### src/gab_pkg.sv
// Shared types and constants for the gray-out alpha blend pixel pipeline.
`default_nettype none

package gab_pkg;

	// Pixel format codes held in the format register.
	typedef enum logic {
		FMT_XRGB8888 = 1'b0,
		FMT_RGB565   = 1'b1
	} pix_fmt_t;

	// Configuration register indexes.
	typedef enum logic [1:0] {
		REG_BLEND_ALPHA  = 2'd0,
		REG_PIXEL_FORMAT = 2'd1
	} cfg_reg_t;

	localparam int unsigned CfgIdxW  = 2;
	localparam int unsigned CfgDataW = 8;

	// Q16 gray weights, rounded to nearest.
	localparam logic [15:0] W32_R = 16'd6554;
	localparam logic [15:0] W32_G = 16'd12452;
	localparam logic [15:0] W32_B = 16'd655;
	localparam logic [15:0] W16_R = 16'd19661;
	localparam logic [15:0] W16_G = 16'd38666;
	localparam logic [15:0] W16_B = 16'd7209;

	// Live configuration as seen by the pipeline.
	typedef struct packed {
		logic [7:0] alpha;
		pix_fmt_t   fmt;
	} cfg_t;

	// Item handed from the gray unit to the mixing unit.
	typedef struct packed {
		logic [7:0] s_r;
		logic [7:0] s_g;
		logic [7:0] s_b;
		logic [7:0] gray;
		logic [7:0] d_rb;
		logic [7:0] d_g;
	} gray_item_t;

endpackage

`default_nettype wire

### src/gab_gray.sv
// Two pipeline stages: channel extraction with weight products, then the gray sum.
`default_nettype none

module gab_gray import gab_pkg::*; (
	input  wire logic       clk,
	input  wire logic       arst_n,
	input  wire cfg_t       cfg,
	input  wire logic       in_valid,
	output logic            in_ready,
	input  wire logic [31:0] in_pixel,
	output logic            out_valid,
	input  wire logic       out_ready,
	output gray_item_t      out_item
);

	logic        en_s1, en_s2;
	logic        valid_s1, valid_s2;
	logic [7:0]  sr, sg, sb;
	logic [15:0] wr, wg, wb;
	logic [23:0] pr, pg, pb;
	logic [7:0]  sr_s1, sg_s1, sb_s1;
	logic [23:0] pr_s1, pg_s1, pb_s1;
	logic [24:0] sum;
	logic [7:0]  gray;
	gray_item_t  item_s2;

	assign en_s2    = !valid_s2 || out_ready;
	assign en_s1    = !valid_s1 || en_s2;
	assign in_ready = en_s1;

	always_comb begin
		if (cfg.fmt == FMT_RGB565) begin
			// Expand 5 and 6 bit fields by copying their high bits down.
			sr = {in_pixel[15:11], in_pixel[15:13]};
			sg = {in_pixel[10:5], in_pixel[10:9]};
			sb = {in_pixel[4:0], in_pixel[4:2]};
			wr = W16_R;
			wg = W16_G;
			wb = W16_B;
		end else begin
			sr = in_pixel[23:16];
			sg = in_pixel[15:8];
			sb = in_pixel[7:0];
			wr = W32_R;
			wg = W32_G;
			wb = W32_B;
		end
		pr = {8'b0, wr} * {16'b0, sr};
		pg = {8'b0, wg} * {16'b0, sg};
		pb = {8'b0, wb} * {16'b0, sb};
	end

	always_ff @(posedge clk or negedge arst_n) begin
		if (!arst_n) begin
			valid_s1 <= 1'b0;
		end else if (en_s1) begin
			valid_s1 <= in_valid;
		end
	end

	always_ff @(posedge clk) begin
		if (en_s1) begin
			sr_s1 <= sr;
			sg_s1 <= sg;
			sb_s1 <= sb;
			pr_s1 <= pr;
			pg_s1 <= pg;
			pb_s1 <= pb;
		end
	end

	always_comb begin
		sum  = {1'b0, pr_s1} + {1'b0, pg_s1} + {1'b0, pb_s1};
		gray = sum[23:16];
	end

	always_ff @(posedge clk or negedge arst_n) begin
		if (!arst_n) begin
			valid_s2 <= 1'b0;
		end else if (en_s2) begin
			valid_s2 <= valid_s1;
		end
	end

	always_ff @(posedge clk) begin
		if (en_s2) begin
			item_s2.s_r  <= sr_s1;
			item_s2.s_g  <= sg_s1;
			item_s2.s_b  <= sb_s1;
			item_s2.gray <= gray;
			// The gray packed to 565 and expanded again.
			item_s2.d_rb <= {gray[7:3], gray[7:5]};
			item_s2.d_g  <= {gray[7:2], gray[7:6]};
		end
	end

	assign out_valid = valid_s2;
	assign out_item  = item_s2;

endmodule

`default_nettype wire

### src/gab_mix.sv
// Two pipeline stages: alpha products, then rounding, clamping and repacking.
`default_nettype none

module gab_mix import gab_pkg::*; (
	input  wire logic        clk,
	input  wire logic        arst_n,
	input  wire cfg_t        cfg,
	input  wire logic        in_valid,
	output logic             in_ready,
	input  wire gray_item_t  in_item,
	output logic             out_valid,
	input  wire logic        out_ready,
	output logic [31:0]      out_pixel
);

	logic               en_s3, en_s4;
	logic               valid_s3, valid_s4;
	logic [7:0]         s   [3];
	logic [7:0]         d   [3];
	logic [7:0]         inv_alpha;
	logic [15:0]        m1  [3];
	logic [15:0]        m2;
	logic signed [17:0] xs  [3];
	logic signed [17:0] as;
	logic signed [17:0] xm  [3];
	logic [15:0]        m1_s3 [3];
	logic [15:0]        m2_s3;
	logic signed [17:0] xm_s3 [3];
	logic [7:0]         d_s3  [3];
	logic [16:0]        u1  [3];
	logic [16:0]        t1  [3];
	logic [16:0]        u2;
	logic [16:0]        t2;
	logic [9:0]         sum32 [3];
	logic [7:0]         c32 [3];
	logic signed [17:0] v   [3];
	logic signed [17:0] w   [3];
	logic signed [17:0] r16 [3];
	logic [7:0]         c16 [3];
	logic [31:0]        pix;
	logic [31:0]        pixel_s4;

	assign en_s4    = !valid_s4 || out_ready;
	assign en_s3    = !valid_s3 || en_s4;
	assign in_ready = en_s3;

	always_comb begin
		s[0] = in_item.s_r;
		s[1] = in_item.s_g;
		s[2] = in_item.s_b;
		d[0] = in_item.d_rb;
		d[1] = in_item.d_g;
		d[2] = in_item.d_rb;
		inv_alpha = 8'd255 - cfg.alpha;
		m2 = {8'b0, in_item.gray} * {8'b0, inv_alpha};
		as = $signed({10'b0, cfg.alpha});
		for (int i = 0; i < 3; i++) begin
			m1[i] = {8'b0, s[i]} * {8'b0, cfg.alpha};
			xs[i] = $signed({10'b0, s[i]}) - $signed({10'b0, d[i]});
			xm[i] = xs[i] * as;
		end
	end

	always_ff @(posedge clk or negedge arst_n) begin
		if (!arst_n) begin
			valid_s3 <= 1'b0;
		end else if (en_s3) begin
			valid_s3 <= in_valid;
		end
	end

	always_ff @(posedge clk) begin
		if (en_s3) begin
			m2_s3 <= m2;
			for (int i = 0; i < 3; i++) begin
				m1_s3[i] <= m1[i];
				xm_s3[i] <= xm[i];
				d_s3[i]  <= d[i];
			end
		end
	end

	always_comb begin
		// Rounded division by 255 of the gray term, shared by all channels.
		u2 = {1'b0, m2_s3} + 17'h80;
		t2 = u2 + {8'b0, u2[16:8]};
		for (int i = 0; i < 3; i++) begin
			u1[i]    = {1'b0, m1_s3[i]} + 17'h80;
			t1[i]    = u1[i] + {8'b0, u1[i][16:8]};
			sum32[i] = {1'b0, t1[i][16:8]} + {1'b0, t2[16:8]};
			c32[i]   = (sum32[i] > 10'd255) ? 8'hff : sum32[i][7:0];
			// Signed version: floor shifts on a difference that may be negative.
			v[i]   = xm_s3[i] + 18'sd128;
			w[i]   = v[i] + (v[i] >>> 8);
			r16[i] = (w[i] >>> 8) + $signed({10'b0, d_s3[i]});
			if (r16[i] < 18'sd0) begin
				c16[i] = 8'd0;
			end else if (r16[i] > 18'sd255) begin
				c16[i] = 8'hff;
			end else begin
				c16[i] = r16[i][7:0];
			end
		end
		if (cfg.fmt == FMT_RGB565) begin
			pix = {16'b0, c16[0][7:3], c16[1][7:2], c16[2][7:3]};
		end else begin
			pix = {8'hff, c32[0], c32[1], c32[2]};
		end
	end

	always_ff @(posedge clk or negedge arst_n) begin
		if (!arst_n) begin
			valid_s4 <= 1'b0;
		end else if (en_s4) begin
			valid_s4 <= valid_s3;
		end
	end

	always_ff @(posedge clk) begin
		if (en_s4) begin
			pixel_s4 <= pix;
		end
	end

	assign out_valid = valid_s4;
	assign out_pixel = pixel_s4;

endmodule

`default_nettype wire

### src/grayout_alpha_blend_pixel.sv
// Top level of the gray-out alpha blend pixel pipeline with its configuration registers.
//
// Blends each pixel toward its own gray version by the blend_alpha register (255 keeps
// the pixel, 0 gives full gray), for x8r8g8b8 or r5g6b5 pixels as pixel_format selects.
// The datapath is a four-stage pipeline: weight products, gray sum, alpha products, then
// rounding, clamping and repacking. One pixel is taken every clock while the output side
// keeps up. The last stage is the output register; an empty stage anywhere lets a new
// pixel in while a result waits.
// Backpressure from m_axis_tready reaches s_axis_tready through the stage enables.
// Configuration writes are taken every cycle and apply at once, so they belong in times
// when no pixel is in flight.
`default_nettype none

module grayout_alpha_blend_pixel import gab_pkg::*; (
	input  wire logic                clk,
	input  wire logic                arst_n,
	input  wire logic                cfg_valid,
	output logic                     cfg_ready,
	input  wire logic [CfgIdxW-1:0]  cfg_index,
	input  wire logic [CfgDataW-1:0] cfg_data,
	input  wire logic                s_axis_tvalid,
	output logic                     s_axis_tready,
	input  wire logic [31:0]         s_axis_tdata,   // [31:0] pixel_in
	output logic                     m_axis_tvalid,
	input  wire logic                m_axis_tready,
	output logic [31:0]              m_axis_tdata    // [31:0] pixel_out
);

	logic [7:0] alpha_q;
	pix_fmt_t   fmt_q;
	cfg_t       cfg;
	logic       mid_valid, mid_ready;
	gray_item_t mid_item;

	assign cfg_ready = 1'b1;

	always_ff @(posedge clk or negedge arst_n) begin
		if (!arst_n) begin
			alpha_q <= 8'hff;
			fmt_q   <= FMT_XRGB8888;
		end else if (cfg_valid && cfg_ready) begin
			unique case (cfg_index)
				REG_BLEND_ALPHA:  alpha_q <= cfg_data;
				REG_PIXEL_FORMAT: fmt_q   <= pix_fmt_t'(cfg_data[0]);
				default: ;
			endcase
		end
	end

	assign cfg.alpha = alpha_q;
	assign cfg.fmt   = fmt_q;

	gab_gray u_gray (
		.clk       (clk),
		.arst_n    (arst_n),
		.cfg       (cfg),
		.in_valid  (s_axis_tvalid),
		.in_ready  (s_axis_tready),
		.in_pixel  (s_axis_tdata),
		.out_valid (mid_valid),
		.out_ready (mid_ready),
		.out_item  (mid_item)
	);

	gab_mix u_mix (
		.clk       (clk),
		.arst_n    (arst_n),
		.cfg       (cfg),
		.in_valid  (mid_valid),
		.in_ready  (mid_ready),
		.in_item   (mid_item),
		.out_valid (m_axis_tvalid),
		.out_ready (m_axis_tready),
		.out_pixel (m_axis_tdata)
	);

endmodule

`default_nettype wire

### config.mk
export PLATFORM = sky130hd
export DESIGN_NAME = grayout_alpha_blend_pixel
export DESIGN_NICKNAME = d
export VERILOG_FILES = /design/src/gab_pkg.sv /design/src/gab_gray.sv /design/src/gab_mix.sv /design/src/grayout_alpha_blend_pixel.sv
export SDC_FILE = /design/constraint.sdc
export NUM_CORES = 2
export LEC_CHECK = 0
export ABC_AREA = 1
export ABC_CLOCK_PERIOD_IN_PS = 13400
export BUFFER_PORTS_ARGS = -buffer_cell sky130_fd_sc_hd__buf_2
export CORE_ASPECT_RATIO = 0.6
export CORE_MARGIN = 2
export CORE_UTILIZATION = 55
export CTS_CLUSTER_SIZE = 12
export DETAILED_ROUTE_END_ITERATION = 16
export HOLD_SLACK_MARGIN = 0.1
export MAX_ROUTING_LAYER = met4
export PLACE_DENSITY = 0.69
export SKIP_CTS_REPAIR_TIMING = 1
export SLEW_MARGIN = 10
export SYNTH_ARGS = -nofsm -noshare
export SYNTH_HDL_FRONTEND = slang
export SYNTH_HIERARCHICAL = 1
export SYNTH_SLANG_ARGS = --single-unit
### constraint.sdc
create_clock -name clk -period 13.4 [get_ports clk]
set_input_delay 1.34 -clock clk [delete_from_list [all_inputs] [get_ports clk]]
set_output_delay 1.34 -clock clk [all_outputs]
set_load 0.005 [all_outputs]
Yosys cells after proc, flatten, opt, wreduce, memory -nomap -nowiden
Memory sizes are Yosys's and may differ from the RTL's.
Index checks and enable logic that the tools add are counted.
{"block": "totals", "word_cells": 99, "input_bits": 47, "output_inout_bits": 35, "mem_count": 3, "ramBits": 126, "ff_bits": 205}
{"name": "u_mix.xm_s3", "depth": 3, "word_bits": 18, "read_ports": 3, "rd_ports_with_merged_regs": 0, "write_ports": 3, "line_no": "gab_mix.sv:28", "rtl": "logic signed [17:0] xm_s3 [3];"}
{"name": "u_mix.m1_s3", "depth": 3, "word_bits": 16, "read_ports": 3, "rd_ports_with_merged_regs": 0, "write_ports": 3, "line_no": "gab_mix.sv:26", "rtl": "logic [15:0] m1_s3 [3];"}
{"name": "u_mix.d_s3", "depth": 3, "word_bits": 8, "read_ports": 3, "rd_ports_with_merged_regs": 0, "write_ports": 3, "line_no": "gab_mix.sv:29", "rtl": "logic [7:0] d_s3 [3];"}
{"block": "classes", "muxes": 18, "multipliers": 10, "add_sub_neg": 26, "n_reduce_logical": 11, "eq_ne": 1, "order_cmp": 9}
{"op": "two-way mux 8 bit", "count": 12}
{"op": "adder 16 x 8 -> 17 bit, second input constant", "count": 4}
{"op": "adder 17 x 9 -> 17 bit", "count": 4}
{"op": "multiplier 8 x 8 -> 16 bit", "count": 4}
{"op": "adder 18 x 10 -> 18 bit", "count": 3}
{"op": "adder 18 x 9 -> 18 bit, second input constant", "count": 3}
{"op": "greater-than comparator 18 x 9 -> 1 bit, second input constant", "count": 3}
{"op": "< comparator 18 x 1 -> 1 bit, second input constant", "count": 3}
{"op": "multiplier 18 x 9 -> 18 bit", "count": 3}
{"op": "adder 24 bit", "count": 2}
{"op": "adder 10 x 9 -> 11 bit", "count": 3}
{"op": "two-way mux 32 bit", "count": 1}
{"op": "adder 9 x 9 -> 10 bit", "count": 3}
{"op": "greater-than comparator 10 x 8 -> 1 bit, second input constant", "count": 3}
{"op": "subtractor 8 x 8 -> 9 bit", "count": 3}
{"op": "multiplier 16 x 8 -> 24 bit", "count": 1}
{"op": "multiplier 15 x 8 -> 23 bit", "count": 1}
{"op": "multiplier 13 x 8 -> 21 bit", "count": 1}
{"op": "two-way mux 16 bit", "count": 1}
{"op": "two-way mux 15 bit", "count": 1}
{"op": "two-way mux 13 bit", "count": 1}
{"op": "subtractor 8 bit, first input constant", "count": 1}
{"op": "logical NOT 1 bit", "count": 4}
{"op": "logical OR 1 bit", "count": 4}
{"op": "other kinds (4)", "count": 6}

Depth between registers and ports, before layout
An unclocked memory read counts as a cell.
{"block": "depth", "depth_word": 8, "ltp_mapped": 37, "depth_no_buf": 36}

By module
Netlist, hierarchy kept.
{"mod": "gab_mix", "instances": 1, "cells_each": 3691, "seq_area_each_um2": 4824.6, "area_each_um2": 29234.3}
{"mod": "gab_gray", "instances": 1, "cells_each": 1607, "seq_area_each_um2": 3803.6, "area_each_um2": 14127.3}
{"mod": "grayout_alpha_blend_pixel", "instances": 1, "cells_each": 43, "seq_area_each_um2": 235.2, "area_each_um2": 399.1}

Worst setup path before layout
OpenSTA, ideal clock, no wires.
{"block": "synth_path", "kind": "input-to-output", "start": "in m_axis_tready", "end": "out s_axis_tready", "required_time_ns": 12.060, "path_slack_ns": 4.718, "cell_stages": 4, "n_path_buf": 0, "arrival_time_ns": 7.342, "path_cell_list": "inv_1 > nand3_1 > inv_1 > nand3_1"}
{"block": "synth_via", "elab_chain_cells": 4}
{"item": "start, declared", "line_no": "grayout_alpha_blend_pixel.sv:25", "rtl": "input wire logic m_axis_tready,"}
{"item": "logical OR 1 bit", "line_no": "gab_mix.sv:43", "rtl": "assign en_s4 = !valid_s4 || out_ready;"}
{"item": "logical OR 1 bit", "line_no": "gab_mix.sv:44", "rtl": "assign en_s3 = !valid_s3 || en_s4;"}
{"item": "net mid_ready", "line_no": "grayout_alpha_blend_pixel.sv:32", "rtl": "logic mid_valid, mid_ready;"}
{"item": "logical OR 1 bit", "line_no": "gab_gray.sv:27", "rtl": "assign en_s2 = !valid_s2 || out_ready;"}
{"item": "logical OR 1 bit", "line_no": "gab_gray.sv:28", "rtl": "assign en_s1 = !valid_s1 || en_s2;"}
{"item": "end, declared", "line_no": "grayout_alpha_blend_pixel.sv:22", "rtl": "output logic s_axis_tready,"}
The timed path passes the listed nets, and every way through them passes these cells.

==> metrics.yaml <==
grt:
  grt_pass1_wl_mm: 178
  antenna_found_initial: 4
  grt_overflow: 0
  grt_pass1_vias: 32953
  grt_start_max_net_pins: 76
  grt_usage: 0.286
critical_path:
  cpMostUsedCell: "nand2_1"
  crit_path_max_incr_delay_ps: 890
  crit_path_end_kind: "register"
  cp.required_ps: 13740
  cp_max_fo: 11
  start_kind: "register"
  slowest_stage: "edfxtp_1"
  critPathArrivalTime_ps: 7450
  crit_family: "adder cells"
  crit_buf_inv: 5
  path_class: "register to register"
yosys:
  avgSynthCellArea_um2: 8.19
  synthDistinctLibCells: 59
  synth_edf_count: 284
  netlist_instances: 5341
  synth-simple-area-share: 0.172
  synth-main-ff-cell: "edfxtp_1"
  syn_area_mm2: 0.0438
  ys_seq_area_frac: 0.203
  synth_fa_ha_area_frac: 0.388
  ys_ff_latch: 297
  synthArstFlopShare: 0.0438
  synth_compound_area_frac: 0.0628
  yosysWarnings: 6
  synth_top_family_by_area: "adder cells"
  synth_xor_area_frac: 0.0482
  synth.area.mux_share: 0
floorplan:
  io_pins: 82
  start_util: 0.553
  core_mm2: 0.0791
  dieWidth_um: 368
  dieArea_mm2: 0.0819
  rows: 80
  fp.dieH_um: 222
drt:
  post_drt_wl_per_cell_um: 17.3
  routed_wl_mm: 112
  drt.antenna.violating_nets: 1
  num_vias: 34185
  first_pass_iters: 6
  viasPerCell: 5.29
  drc: 0
  drtIter0Drc: 3209
clocking:
  insertion_delay_ps: 590
  clk_pin_slew_worst_paths_ps: 70
  clock_sinks: 297
  cts_buffer_depth: 3
  cts_made_buffers: 35
  cts-root-buf: "clkbuf_16"
  cts_tree: "built"
  cts.htree.levels: 2
cells_and_area:
  area_delta_synth_final_pct: 5.60
  drive_gt1_frac: 0.0486
  layout_common_cells: "inv_1 (1292), nand2_1 (1082), ha_1 (598), fa_1 (475), nor2_1 (360)"
  fin_cells: 6466
  final_common_cell: "inv_1"
  final_nets: 6487
sta:
  finalSetupTns_ps: 0
  slew-limit-headroom: 0.313
  fin_crit_ps: 7120
  timing.final.crit_share: 0.531
  tightest_slew_ps: 1030
  setup_viol: 0
  fmax_ghz: 0.141
  slew_viol_final: 0
  fin_skew_ps: 33.4
  timing_hold_violations_final: 0
  rsz0062_at_grt: "false"
place:
  dp_hpwl_mm: 91.3
  gp_congestion: 0.968
  dp.cells: 6396
  numPortBuffers: 72
outcome:
  status: "finished with violations"
  violations: "antenna rules"
min_path:
  hp-class: "register to register"
flow_run:
  maxCapViolCount: 0
-- metrics by stage --
stage,hold slack (ps),setup slack (ps),utilization,instance area (µm²)
after floorplan,400,4720,-,43800
after global placement,402,6450,0.571,45100
after detailed placement,406,6350,0.571,45100
after CTS,417,6370,0.584,46200
after global routing,419,5760,0.584,46200
final,415,6280,0.584,46200
-- cells in the mapped netlist, drive strengths merged (5+ instances only) --
cell type  instances  area, µm²
inv             1307       4910
nand2           1109       4240
ha               598       7480
fa               475       9510
nor2             374       1460
edfxtp           284       8530
a21oi            257       1310
nand3            207       1090
xor2             170       1500
o21ai            137        689
clkbuf            88        352
xnor2             70        613
nand4             49        353
buf               35        238
o21bai            29        218
or2               22        138
a21o              18        135
nor3              15       80.1
nand3b            10       75.1
a21boi             8       63.8
dfstp              8        210
a31oi              7       43.8
o31ai              7       52.6
a211oi             6       45.0
and2               6       37.5
nor4               6       37.5
dfrtp              5        125
o221ai             5       43.8
-- registers in the layout (all words and copies together) (netlist names), 16 cells and up --
name / flops
u_mix/xm_s3: 54
u_gray/pb_s1: 22
u_mix/out_pixel: 25
u_gray/pr_s1: 24
u_gray/out_item: 32
u_mix/m2_s3: 16
u_mix/m1_s3: 48
u_mix/d_s3: 16
u_gray/pg_s1: 23
-- kinds of logic after synthesis --
family / count (synthesis)
simple gates: 1801
xor+xnor: 240
compound gates: 493
flops: 297
fa+ha+maj: 1073
buf+inv: 1434
other cells: 3
-- per-layer routing --
layer	track usage	up-vias	share of wire
met3	0.0719	81	0.11
li1	-	16514	-
met1	0.443	16357	0.50
met2	0.380	1233	0.38
met4	0.0390	0	0.010
met5	-	-	0
-- final cells by class --
class / instances / area [µm²]
fill: 7220 / 32900
multi-input combinational: 3627 / 29500
sequential: 297 / 8860
inverter: 1311 / 4920
tap: 1066 / 1330
clock buffer: 47 / 941
timing repair buffer: 95 / 533
clock inverter: 17 / 129
antenna: 6 / 15.0
-- final timing paths --
kind	from	to	slack (ps)	depth (start not counted)
worst min-delay path	u_gray/sg_s1[7]$_DFFE_PP_	u_gray/out_item[39]$_DFFE_PP_	420	0
max in group asynchronous	arst_n	alpha_q[7]$_DFFE_PN1P_	12400	1
worst max register to register	u_gray/out_item[10]$_DFFE_PP_	u_mix/xm_s3[0][17]$_DFFE_PP_	6280	33
worst max-delay path	u_gray/out_item[10]$_DFFE_PP_	u_mix/xm_s3[0][17]$_DFFE_PP_	6280	33
min in group asynchronous	arst_n	fmt_q$_DFFE_PN0P_	670	1
worst min register to register	u_gray/sg_s1[7]$_DFFE_PP_	u_gray/out_item[39]$_DFFE_PP_	420	0
Power is left out: the tool's default activity adds up to more than one toggle a clock period on the data nets, which glitch-free logic cannot reach.
